$ cat src/sv/crc8wfc_pkg.sv
// Shared types, codes and CRC function for the CRC-8 word frame checker.
// No dependencies.
package crc8wfc_pkg;

   localparam int MAX_WORDS = 16;

   localparam logic [7:0] CRC_POLY = 8'h31;
   localparam logic [7:0] CRC_INIT = 8'hFF;
   localparam logic [7:0] CRC_TOP  = 8'h80;

   localparam logic [4:0] WORD_COUNT_RESET = 5'd6;

   // byte position within a word
   localparam logic [1:0] POS_HIGH  = 2'd0;
   localparam logic [1:0] POS_LOW   = 2'd1;
   localparam logic [1:0] POS_CHECK = 2'd2;
   localparam logic [1:0] POS_BAD   = 2'd3;

   // result status codes
   localparam logic [1:0] STATUS_OK       = 2'd0;
   localparam logic [1:0] STATUS_MISMATCH = 2'd1;
   localparam logic [1:0] STATUS_DISCARD  = 2'd2;
   localparam logic [1:0] STATUS_RSVD     = 2'd3;

   typedef struct packed {
      logic       valid;
      logic [7:0] rx_byte;
   } beat_type;

   typedef struct packed {
      logic [15:0] data_word;
      logic [1:0]  status;
      logic        last;
   } result_type;

   // one byte through CRC-8, MSB first
   function automatic logic [7:0] crc8_byte(input logic [7:0] crc, input logic [7:0] b);
      logic [7:0] c;
      c = crc ^ b;
      for (int i = 0; i < 8; i++) begin
         if ((c & CRC_TOP) != 8'h00) begin
            c = {c[6:0], 1'b0} ^ CRC_POLY;
         end else begin
            c = {c[6:0], 1'b0};
         end
      end
      return c;
   endfunction

   // zero counts as one, saturate at MAX_WORDS
   function automatic logic [4:0] eff_count(input logic [4:0] n);
      logic [4:0] r;
      r = n;
      if (n == 5'd0) begin
         r = 5'd1;
      end else if (n > 5'(MAX_WORDS)) begin
         r = 5'(MAX_WORDS);
      end
      return r;
   endfunction

endpackage

$ cat src/sv/crc8wfc_in_stage.sv
// Input register for the CRC-8 word frame checker.
// Depends on crc8wfc_pkg.
module crc8wfc_in_stage (
   input  logic                  clock,
   input  logic                  reset,
   input  logic                  req_valid,
   input  logic [7:0]            req_rx_byte,
   output logic                  req_ready,
   output crc8wfc_pkg::beat_type beat,
   input  logic                  beat_take
);

   logic       valid_ff, valid_in;
   logic [7:0] byte_ff, byte_in;
   logic       load;

   assign req_ready = !valid_ff || beat_take;
   assign load      = req_valid && req_ready;

   always_comb begin
      valid_in = valid_ff;
      byte_in  = byte_ff;
      if (load) begin
         valid_in = 1'b1;
         byte_in  = req_rx_byte;
      end else if (beat_take) begin
         valid_in = 1'b0;
      end
   end

   always_ff @(posedge clock) begin
      if (reset) begin
         valid_ff <= 1'b0;
      end else begin
         valid_ff <= valid_in;
      end
      byte_ff <= byte_in;
   end

   assign beat.valid   = valid_ff;
   assign beat.rx_byte = byte_ff;

endmodule

$ cat config.mk
export PLATFORM = sky130hd
export DESIGN_NAME = crc8wfc_in_stage
export DESIGN_NICKNAME = d
export VERILOG_FILES = /design/src/sv/crc8wfc_pkg.sv /design/src/sv/crc8wfc_in_stage.sv
export SDC_FILE = /design/constraint.sdc
export NUM_CORES = 1
export LEC_CHECK = 0
export BUFFER_PORTS_ARGS = -buffer_cell sky130_fd_sc_hd__buf_4
export CORE_AREA = 3 3 40 42
export CTS_CLUSTER_SIZE = 14
export DETAILED_ROUTE_END_ITERATION = 10
export DIE_AREA = 0 0 43 45
export GPL_ROUTABILITY_DRIVEN = 1
export HOLD_SLACK_MARGIN = 0.15
export PLACE_DENSITY_LB_ADDON = 0.12
export SETUP_SLACK_MARGIN = 0.15
export SLEW_MARGIN = 10
export SYNTH_ARGS = -nofsm -noshare
export SYNTH_HDL_FRONTEND = slang
export SYNTH_SLANG_ARGS = --single-unit
$ cat constraint.sdc
create_clock -name clock -period 1.1 [get_ports clock]
set_input_delay 0.11 -clock clock [delete_from_list [all_inputs] [get_ports clock]]
set_output_delay 0.11 -clock clock [all_outputs]
set_load 0.01 [all_outputs]
Yosys cells after proc, flatten, opt, wreduce, memory -nomap -nowiden
Cells that the tools add are included.
Cells by class
  muxes and demuxes: 2
  reductions and logical operators: 4
Operator list (number)
  1-bit two-way mux: 2
  2-bit nonzero test: 1
  1-bit logical AND: 1
  1-bit logical NOT: 1
  1-bit logical OR: 1
Word-level totals
  output and inout port bits: 10
  bits in registers: 9
  input bits: 12
  logic and storage cells: 8

Depth between registers and ports, before layout
Gate-level depths: netlist of run 1.
  depth in word-level cells: 4
  gate-level depth with buffers: 2
  depth with buffers taken out: 2

Worst setup path before layout of run 1
No wires, ideal clock.
  path type: reg-to-reg
  start point: register valid_ff
  end point: register byte_ff[0] (enable)
  clock period less this slack: 0.890 ns
  required time: 0.800 ns
  data arrival time: 0.591 ns
  slack: 0.210 ns
  cell stages (with the launch flop): 3
  setup time: 0.300 ns
  path buffers: 0
  cell sequence: dfxtp_1 -> nand2b_4 -> and2_4
Between the ends
  word-level cells in the longest chain between the ends: 3
Ends and longest elaborated chain
  start: declaration: line crc8wfc_in_stage.sv:13  | logic valid_ff, valid_in;
  start signal: assignment: line crc8wfc_in_stage.sv:35  | valid_ff <= valid_in;
  1-bit logical NOT: line crc8wfc_in_stage.sv:17  | assign req_ready = !valid_ff || beat_take;
  1-bit logical OR: line crc8wfc_in_stage.sv:17
  via req_ready: line crc8wfc_in_stage.sv:8  | output logic req_ready,
  1-bit logical AND: line crc8wfc_in_stage.sv:18  | assign load = req_valid && req_ready;
  via load: line crc8wfc_in_stage.sv:15  | logic load;
  end signal: assignment: line crc8wfc_in_stage.sv:37  | byte_ff <= byte_in;
  end: declaration: line crc8wfc_in_stage.sv:14  | logic [7:0] byte_ff, byte_in;
The timed path passes the listed nets, and every way through them passes these cells.
A chain may end at the register's enable or synchronous reset.

Worst setup path after layout of run 1
  start point: register valid_ff
  end point: register byte_ff[4] (enable)
Between the ends
  word-level cells in the longest chain between the ends: 3
Ends and longest elaborated chain (line)
  1-bit logical NOT: crc8wfc_in_stage.sv:17
  1-bit logical OR: crc8wfc_in_stage.sv:17
  1-bit logical AND: crc8wfc_in_stage.sv:18
  via load: crc8wfc_in_stage.sv:15
The timed path passes the listed nets, and every way through them passes these cells.

==> results of run 1 <==
## area by class of cell
type	count	area (sq um)	share of cell area
Multi-Input combinational cell	3	31.28	0.05176
Sequential cell	9	261.5	0.4327
Timing Repair Buffer	31	261.5	0.4327
Tap cell	15	18.77	0.03106
Clock buffer	3	22.52	0.03727
Inverter	1	3.754	0.006211
Clock inverter	1	5.005	0.008282
## routing by layer
layer | global-route usage | share of wire | vias to the layer above
met5 | 0 | 0 | -
met4 | 0.07229 | 0 | 0
met3 | 0.05578 | 0.11 | 0
met2 | 0.1377 | 0.57 | 13
met1 | 0.05750 | 0.32 | 113
li1 | - | - | 117
## power groups by stage
stage / Combinational (mW) / Clock [mW] / Sequential, mW
floorplan: 0.0208 / 0 / 0.419
global placement: 0.0888 / 0 / 0.409
detailed placement: 0.0906 / 0 / 0.410
CTS: 0.119 / 0.265 / 0.403
global route: 0.128 / 0.284 / 0.404
finish: 0.119 / 0.249 / 0.402
## worst max-delay path: stages, from the launching register on
cell,delay (ns)
dfxtp_2,0.33
nand2b_4,0.08
and2_4,0.21
## cell usage after synthesis
| cell type | n | share of area |
|---|---|---|
| inv_1 | 1 | 0.012 |
| dfxtp_1 | 1 | 0.066 |
| buf_4 | 1 | 0.025 |
| and2_4 | 1 | 0.029 |
| edfxtp_1 | 8 | 0.79 |
| nand2b_4 | 1 | 0.045 |
| a21oi_2 | 1 | 0.029 |
## state kept, by name, indices dropped and copies added, names as in the netlist
name      count
byte_ff       8
valid_ff      1
## repair_timing
item | in CTS | in global routing
endpoints found under the setup margin | 1 | 1
cloned | 0 | 0
gates resized for setup | 1 | 1
buffers inserted | 0 | 0
endpoints found under the hold margin | 9 | 1
## path summary, 6_finish.rpt
path | start | to | slack, ns | cells after the start
worst min-delay path | beat_take | valid_ff | 0.14 | 3
worst min register to register | valid_ff | valid_ff | 0.49 | 2
worst max-delay path | valid_ff | byte_ff[4] | 0.19 | 2
worst max register to register | valid_ff | byte_ff[4] | 0.19 | 2
## placed cells by master (no fill, tap or decap), drive strengths merged
cell,instances
a21oi,1
and2,1
buf,21
clkbuf,3
clkinv,1
dfxtp,1
dlygate4sd3,10
edfxtp,8
inv,1
nand2b,1
## kinds of logic (layout without fill, tap and decap cells)
| kind of cell | after synthesis | count (layout) |
|---|---|---|
| buffers and inverters | 2 | 36 |
| and+or+nand+nor | 2 | 2 |
| DFF | 9 | 9 |
| AOI/OAI and AO/OA | 1 | 1 |
==> impl_metrics.tcl, run 1 <==
set metrics [dict create \
    relSlewSlack 0.9209 \
    first_global_vias 245 \
    yosysWarnings 0 \
    die_w_um 43 \
    yosysUniqueCellTypes 7 \
    ys_seq_elements 9 \
    routed_wl_um 657 \
    antenna_found_initial 0 \
    gp_congestion 0.5986 \
    dp_slack_ns 0.1848 \
    die_area_sq_mm 0.001935 \
    clkPwrFrac 0.324 \
    htree_levels 1 \
    utilization 0.4703 \
    cts_inserted_buffers 3 \
    leakage_nw 0.2668 \
    end_kind "flip-flop" \
    stdcell_count 63 \
    final-setup-viol-count 0 \
    internal_power_mw 0.6098 \
    worst_hold_path_type "in -> reg" \
    nNetsFinal 61 \
    cts-hold-fix-buffers 10 \
    critPathKind "reg -> reg" \
    tightest_slew_ns 0.1187 \
    period_share 0.8258 \
    clk_path_buf_depth 2 \
    cts-root-buf "clkbuf_4" \
    setup_tns_ns 0 \
    status "completed" \
    pwr-share-comb 0.154 \
    synth.area.mux_share 0 \
    synth_fa_ha_area_frac 0 \
    wire_per_inst_um 10.43 \
    fin_area_sq_um 604.3 \
    clk-insertion-delay-late_ns 0.26 \
    area_delta_synth_final_pct 99.59 \
    avgViaCountPerCell 3.857 \
    synthXorXnorAreaFrac 0 \
    grt_max_degree 9 \
    fin_skew_ns 0.002714 \
    drt_iter0_markers 3 \
    core_area_sq_mm 0.001285 \
    synth-simple-area-share 0.07438 \
    mappedNetlistArea_sq_um 302.8 \
    fillers 134 \
    synthCells 14 \
    initial_core_util 0.2356 \
    grt_usage 0.08010 \
    pin_count 22 \
    cts_tree "done" \
    critPathRequiredTime_ns 1.07 \
    clock_sinks 9 \
    path_clk_slew_ns 0.06 \
    drv_slew 0 \
    power.density_mw_per_mm2 1275 \
    synth_top_family_by_area "simple AND/OR/NAND/NOR gates" \
    postSynthAreaPerCell_sq_um 21.63 \
    seq_power_share 0.522 \
    rows 13 \
    syn_nets 26 \
    yosysSeqAreaShare 0.8595 \
    p_sw_frac 0.2086 \
    p_sw_mw 0.1607 \
    final_antenna_net_count 0 \
    start_kind "flip-flop" \
    grt_pass1_wl_um 979 \
    peakVddDrop_mv 0.5763 \
    first_pass_iters 2 \
    antennaDiodeCount 0 \
    synth_compound_area_frac 0.02893 \
    layout_min_cycle_time_ns 0.9084 \
    die_y_um 45 \
    fmax_ghz 1.101 \
    hold-worst-slack_ns 0.1362 \
    drcViolationCount 0 \
    overflow 0 \
    crit_path_max_fanout 8 \
    setup_ws_ns 0.1916 \
    vias 243 \
    portBuffers 21 \
    crit_arrival_ns 0.87 \
    drive_gt1_frac 0.6042 \
    dpl.cell_count 49 \
    hold_viol 0 \
    max_cap_violations 0 \
    rsz0062_at_grt "no" \
    power_mw 0.7706 \
    place_area_sq_um 471.7 \
]
Power figures use the tool's default switching activity.
==> run 2, diff against run 1 <==
Settings changed: ABC_AREA from default to 1.
Clock period 1.1 ns to 0.94 ns, I/O delays scaled along.
==> run 2 against run 1 <==
Register-to-register slack got worse by 0.19 ns. Combinational power is 24% higher. Maximum frequency is 2.7% lower. Die area is the same.
==> impl_metrics.tcl, run 2 <==
set metrics [dict create \
    synthArstFlopShare 0 \
    clk_path_buf_depth 2 \
    vias 247 \
    fin_area_sq_um 623.1 \
    fmax_ghz 1.071 \
    top_regs "byte_ff x8, valid_ff x1" \
    internal_power_mw 0.7245 \
    yosysWarnings 0 \
    p_sw_mw 0.1740 \
    yosysTopAreaCellShare 0.8136 \
    wire_per_inst_um 10.33 \
    relSlewSlack 0.8062 \
    overflow 0 \
    dpl.cell_count 50 \
    cts-hold-fix-buffers 9 \
    end_kind "flip-flop" \
    grt_usage 0.07439 \
    portBuffers 21 \
    avgViaCountPerCell 3.921 \
    die_w_um 43 \
    die_area_sq_mm 0.001935 \
    period_share 0.9932 \
    crit_path_max_fanout 8 \
    worst_hold_path_type "in -> reg" \
    seq_power_share 0.530 \
    cts_tree "done" \
    pin_count 22 \
    synth_ff_type "edfxtp_1" \
    final_common_cell "buf_4" \
    clock_sinks 9 \
    die_y_um 45 \
    status "completed" \
    yosys-top-cells-area "edfxtp_1, dfxtp_1, a21oi_2, buf_4, nand2_2" \
    hold_viol 0 \
    drt_iter0_markers 1 \
    rows 13 \
    start_kind "flip-flop" \
    utilization 0.4849 \
    area_delta_synth_final_pct 111.0 \
    core_area_sq_mm 0.001285 \
    worst_path_max_delay_cell "dfxtp_2" \
    synthCells 15 \
    critPathBufInv 0 \
    nNetsFinal 61 \
    yosysUniqueCellTypes 8 \
    grt_pass1_wl_um 1014 \
    yosysSeqAreaShare 0.8814 \
    drive_gt1_frac 0.6042 \
    tightest_slew_ns 0.2900 \
    antennaDiodeCount 0 \
    synth_edf_count 8 \
    crit_family "flip-flops" \
    leakage_nw 0.2657 \
    hold-worst-slack_ns 0.1124 \
    top_register "byte_ff" \
    synth_top_area_cell "edfxtp_1" \
    first_pass_iters 4 \
    gp_congestion 0.5619 \
    pwr-share-comb 0.164 \
    place_area_sq_um 476.7 \
    post_cts_buffers 0 \
    syn_nets 27 \
    path_cells "a21oi_4" \
    drv_slew 0 \
    ys_seq_elements 9 \
    mappedNetlistArea_sq_um 295.3 \
    peakVddDrop_mv 0.8337 \
    critPathRequiredTime_ns 0.86 \
    stdcell_count 63 \
    final-setup-viol-count 0 \
    synth.most_common_cell "edfxtp_1" \
    routed_wl_um 651 \
    grt_max_degree 9 \
    max_cap_violations 0 \
    drcViolationCount 0 \
    clk-insertion-delay-late_ns 0.24 \
    final_cell_mix "buf_4, dlygate4sd3_1, edfxtp_1, buf_6, clkbuf_4" \
    critPathKind "reg -> reg" \
    crit_arrival_ns 0.86 \
    path_clk_slew_ns 0.05 \
    clkPwrFrac 0.306 \
    fillers 121 \
    power.density_mw_per_mm2 1442 \
    rsz0062_at_grt "yes" \
    layout_min_cycle_time_ns 0.9336 \
    antenna_found_initial 0 \
    final_antenna_net_count 0 \
    fin_skew_ns 0.001916 \
    cts_inserted_buffers 3 \
    cts-root-buf "clkbuf_4" \
    p_sw_frac 0.1936 \
    first_global_vias 229 \
    largest_reg_flops 8 \
    htree_levels 1 \
    initial_core_util 0.2298 \
    cp_slowest_stage_delay_ns 0.34 \
    postSynthAreaPerCell_sq_um 19.69 \
]
-- run 2: worst paths after layout --
| check | from | endpoint | depth (start not counted) | slack, ns |
|---|---|---|---|---|
| setup reg to reg | valid_ff | byte_ff[3] | 1 | 0.006 |
| setup / recovery | valid_ff | byte_ff[3] | 1 | 0.006 |
| hold reg to reg | valid_ff | valid_ff | 2 | 0.50 |
| hold / removal | beat_take | valid_ff | 4 | 0.11 |
-- run 2: logic make-up (layout without fill, tap and decap cells) --
group / after synthesis / in the layout / share of synthesized area
compound gates: 2 / 2 / 0.04660
simple gates: 1 / 1 / 0.02120
flops: 9 / 9 / 0.8814
buf+inv: 3 / 36 / 0.05083
-- run 2: through the flow --
step / TNS (ns) / power [mW] / worst slack, ns
global placement: 0 / 0.5850 / 0.03561
detailed placement: 0 / 0.5883 / 0.008338
CTS: 0 / 0.8982 / 0.001829
floorplan: 0 / 0.5171 / 0.07727
global route: -0.1843 / 0.9467 / -0.02382
finish: 0 / 0.8984 / 0.006369
-- run 2: routing by layer --
| metal | routed length, um | global-route usage |
|---|---|---|
| met2 | 382 | 0.1377 |
| met5 | 0 | 0 |
| met4 | 0 | 0.03614 |
| met3 | 54 | 0.02789 |
| met1 | 214 | 0.07305 |
-- run 2: final cells by class --
| type | instances | area (sq um) | area share |
|---|---|---|---|
| tap | 15 | 18.77 | 0.03012 |
| inverter | 2 | 7.507 | 0.01205 |
| multi-input combinational | 3 | 31.28 | 0.05020 |
| timing repair buffer | 30 | 277.8 | 0.4458 |
| clock buffer | 4 | 26.28 | 0.04217 |
| sequential | 9 | 261.5 | 0.4197 |
-- run 2: what timing repair did --
action	4_1_cts	5_1_grt
endpoints found under the setup margin	18	18
endpoints found under the hold margin	9	1
resized for setup	2	6
-- run 2: power groups by stage --
stage          logic [mW]  registers [mW]  clock network (mW)
6_report            0.147           0.477               0.275
4_1_cts             0.140           0.474               0.284
5_1_grt             0.157           0.479               0.311
3_5_place_dp        0.107           0.482                   0
3_3_place_gp        0.105           0.480                   0
2_1_floorplan      0.0253           0.492                   0
==> run 3, diff against run 2 <==
Settings changed: ABC_AREA 1 to default.
==> run 3 against run 2 <==
Global-route usage grew 0.18 points. Register-to-register slack improved by 0.04 ns. Hold slack better by 0.14 ns. Clock skew up 0.0037 ns. Final area grew 1.0%. Sequential share of layout area down 0.42 points. Sequential cell count unchanged. Critical path depth grew 1. Maximum frequency rose by 4.8%. Combinational power about the same.
==> impl_metrics.tcl, run 3 (synthesis results as in run 1) <==
set metrics [dict create \
    drive_gt1_frac 0.6000 \
    antenna_found_initial 0 \
    final-setup-viol-count 0 \
    grt_max_degree 9 \
    dp_slack_ns 0.04575 \
    path_clk_slew_ns 0.06 \
    hold_viol 0 \
    drcViolationCount 0 \
    fin_skew_ns 0.005600 \
    critPathKind "reg -> reg" \
    die_area_sq_mm 0.001935 \
    gp_congestion 0.6054 \
    core_area_sq_mm 0.001285 \
    first_pass_iters 2 \
    place_area_sq_um 473.0 \
    worst_hold_path_type "in -> reg" \
    avgViaCountPerCell 3.862 \
    min_path_cells 2 \
    hold-worst-slack_ns 0.2535 \
    r2r-start "valid_ff" \
    layout_min_cycle_time_ns 0.8906 \
    final_cell_mix "buf_4, dlygate4sd3_1, edfxtp_1" \
    stdcell_count 65 \
    drv_slew 0 \
    crit_arrival_ns 0.85 \
    clock_sinks 9 \
    antennaDiodeCount 0 \
    clk-insertion-delay-late_ns 0.26 \
    end_kind "flip-flop" \
    final_antenna_net_count 0 \
    tightest_slew_ns 0.1147 \
    max_cap_violations 0 \
    power.density_mw_per_mm2 1451 \
    largest_reg_flops 8 \
    fmax_ghz 1.123 \
    pin_count 22 \
    rows 13 \
    die_w_um 43 \
    die_y_um 45 \
    top_register "byte_ff" \
    area_delta_synth_final_pct 107.9 \
    period_share 0.9474 \
    grt_pass1_wl_um 945 \
    portBuffers 21 \
    leakage_nw 0.2765 \
    drt_iter0_markers 1 \
    final_common_cell "buf_4" \
    wire_per_inst_um 10.15 \
    peakVddDrop_mv 0.5093 \
    clk_path_buf_depth 2 \
    start_kind "flip-flop" \
    utilization 0.4898 \
    power_mw 0.9134 \
    cts_tree "done" \
    fin_area_sq_um 629.4 \
    grt_usage 0.07614 \
    rsz0062_at_grt "yes" \
    vias 251 \
    r2r_cells 2 \
    setup_tns_ns 0 \
    routed_wl_um 660 \
    cts_inserted_buffers 3 \
    relSlewSlack 0.9235 \
    nNetsFinal 63 \
    status "completed" \
    first_global_vias 246 \
    setup_ws_ns 0.04940 \
    dpl.cell_count 49 \
    top_regs "byte_ff x8, valid_ff x1" \
    overflow 0 \
    hold_start "req_valid" \
    crit_start "valid_ff" \
    crit_path_max_fanout 8 \
    critPathRequiredTime_ns 0.90 \
    htree_levels 1 \
    cts-root-buf "clkbuf_4" \
    initial_core_util 0.2356 \
]
==> run 3: path summary, 6_finish.rpt <==
check | to | slack [ns]
setup / recovery | byte_ff[3] | 0.05
hold / removal | byte_ff[4] | 0.25
setup reg to reg | byte_ff[3] | 0.05
hold reg to reg | valid_ff | 0.67
==> run 3: power by group <==
part | switching, mW | internal [mW] | leakage (nW) | total, mW
clock network | 0.129 | 0.163 | 0.0150 | 0.292
logic | 0.0467 | 0.102 | 0.176 | 0.149
registers | 0.00876 | 0.464 | 0.0860 | 0.472
==> run 3: per-layer routing <==
metal / track usage / vias to the layer above / share of wire
li1: - / 120 / -
met1: 0.06313 / 114 / 0.34
met2: 0.1287 / 15 / 0.54
met3: 0.03984 / 2 / 0.098
met4: 0.07229 / 0 / 0.023
met5: 0 / - / 0
==> run 3: critical path, stage by stage, from the launching register on <==
cell	delay, ns
dfxtp_2	0.33
nand2b_4	0.07
and2_4	0.20
==> run 3: timing repair <==
action	4_1_cts	5_1_grt
hold buffers	10	0
buffers inserted	1	1
endpoints found under the setup margin	18	18
pin swaps	1	1
gates resized for setup	4	0
hold endpoints to repair	9	0
==> run 3: cell type report <==
type,instances,area [sq um]
sequential,9,261.5
tap,15,18.77
timing repair buffer,33,287.8
multi-input combinational,3,31.28
inverter,1,3.754
clock buffer,4,26.28
fill,129,655.6
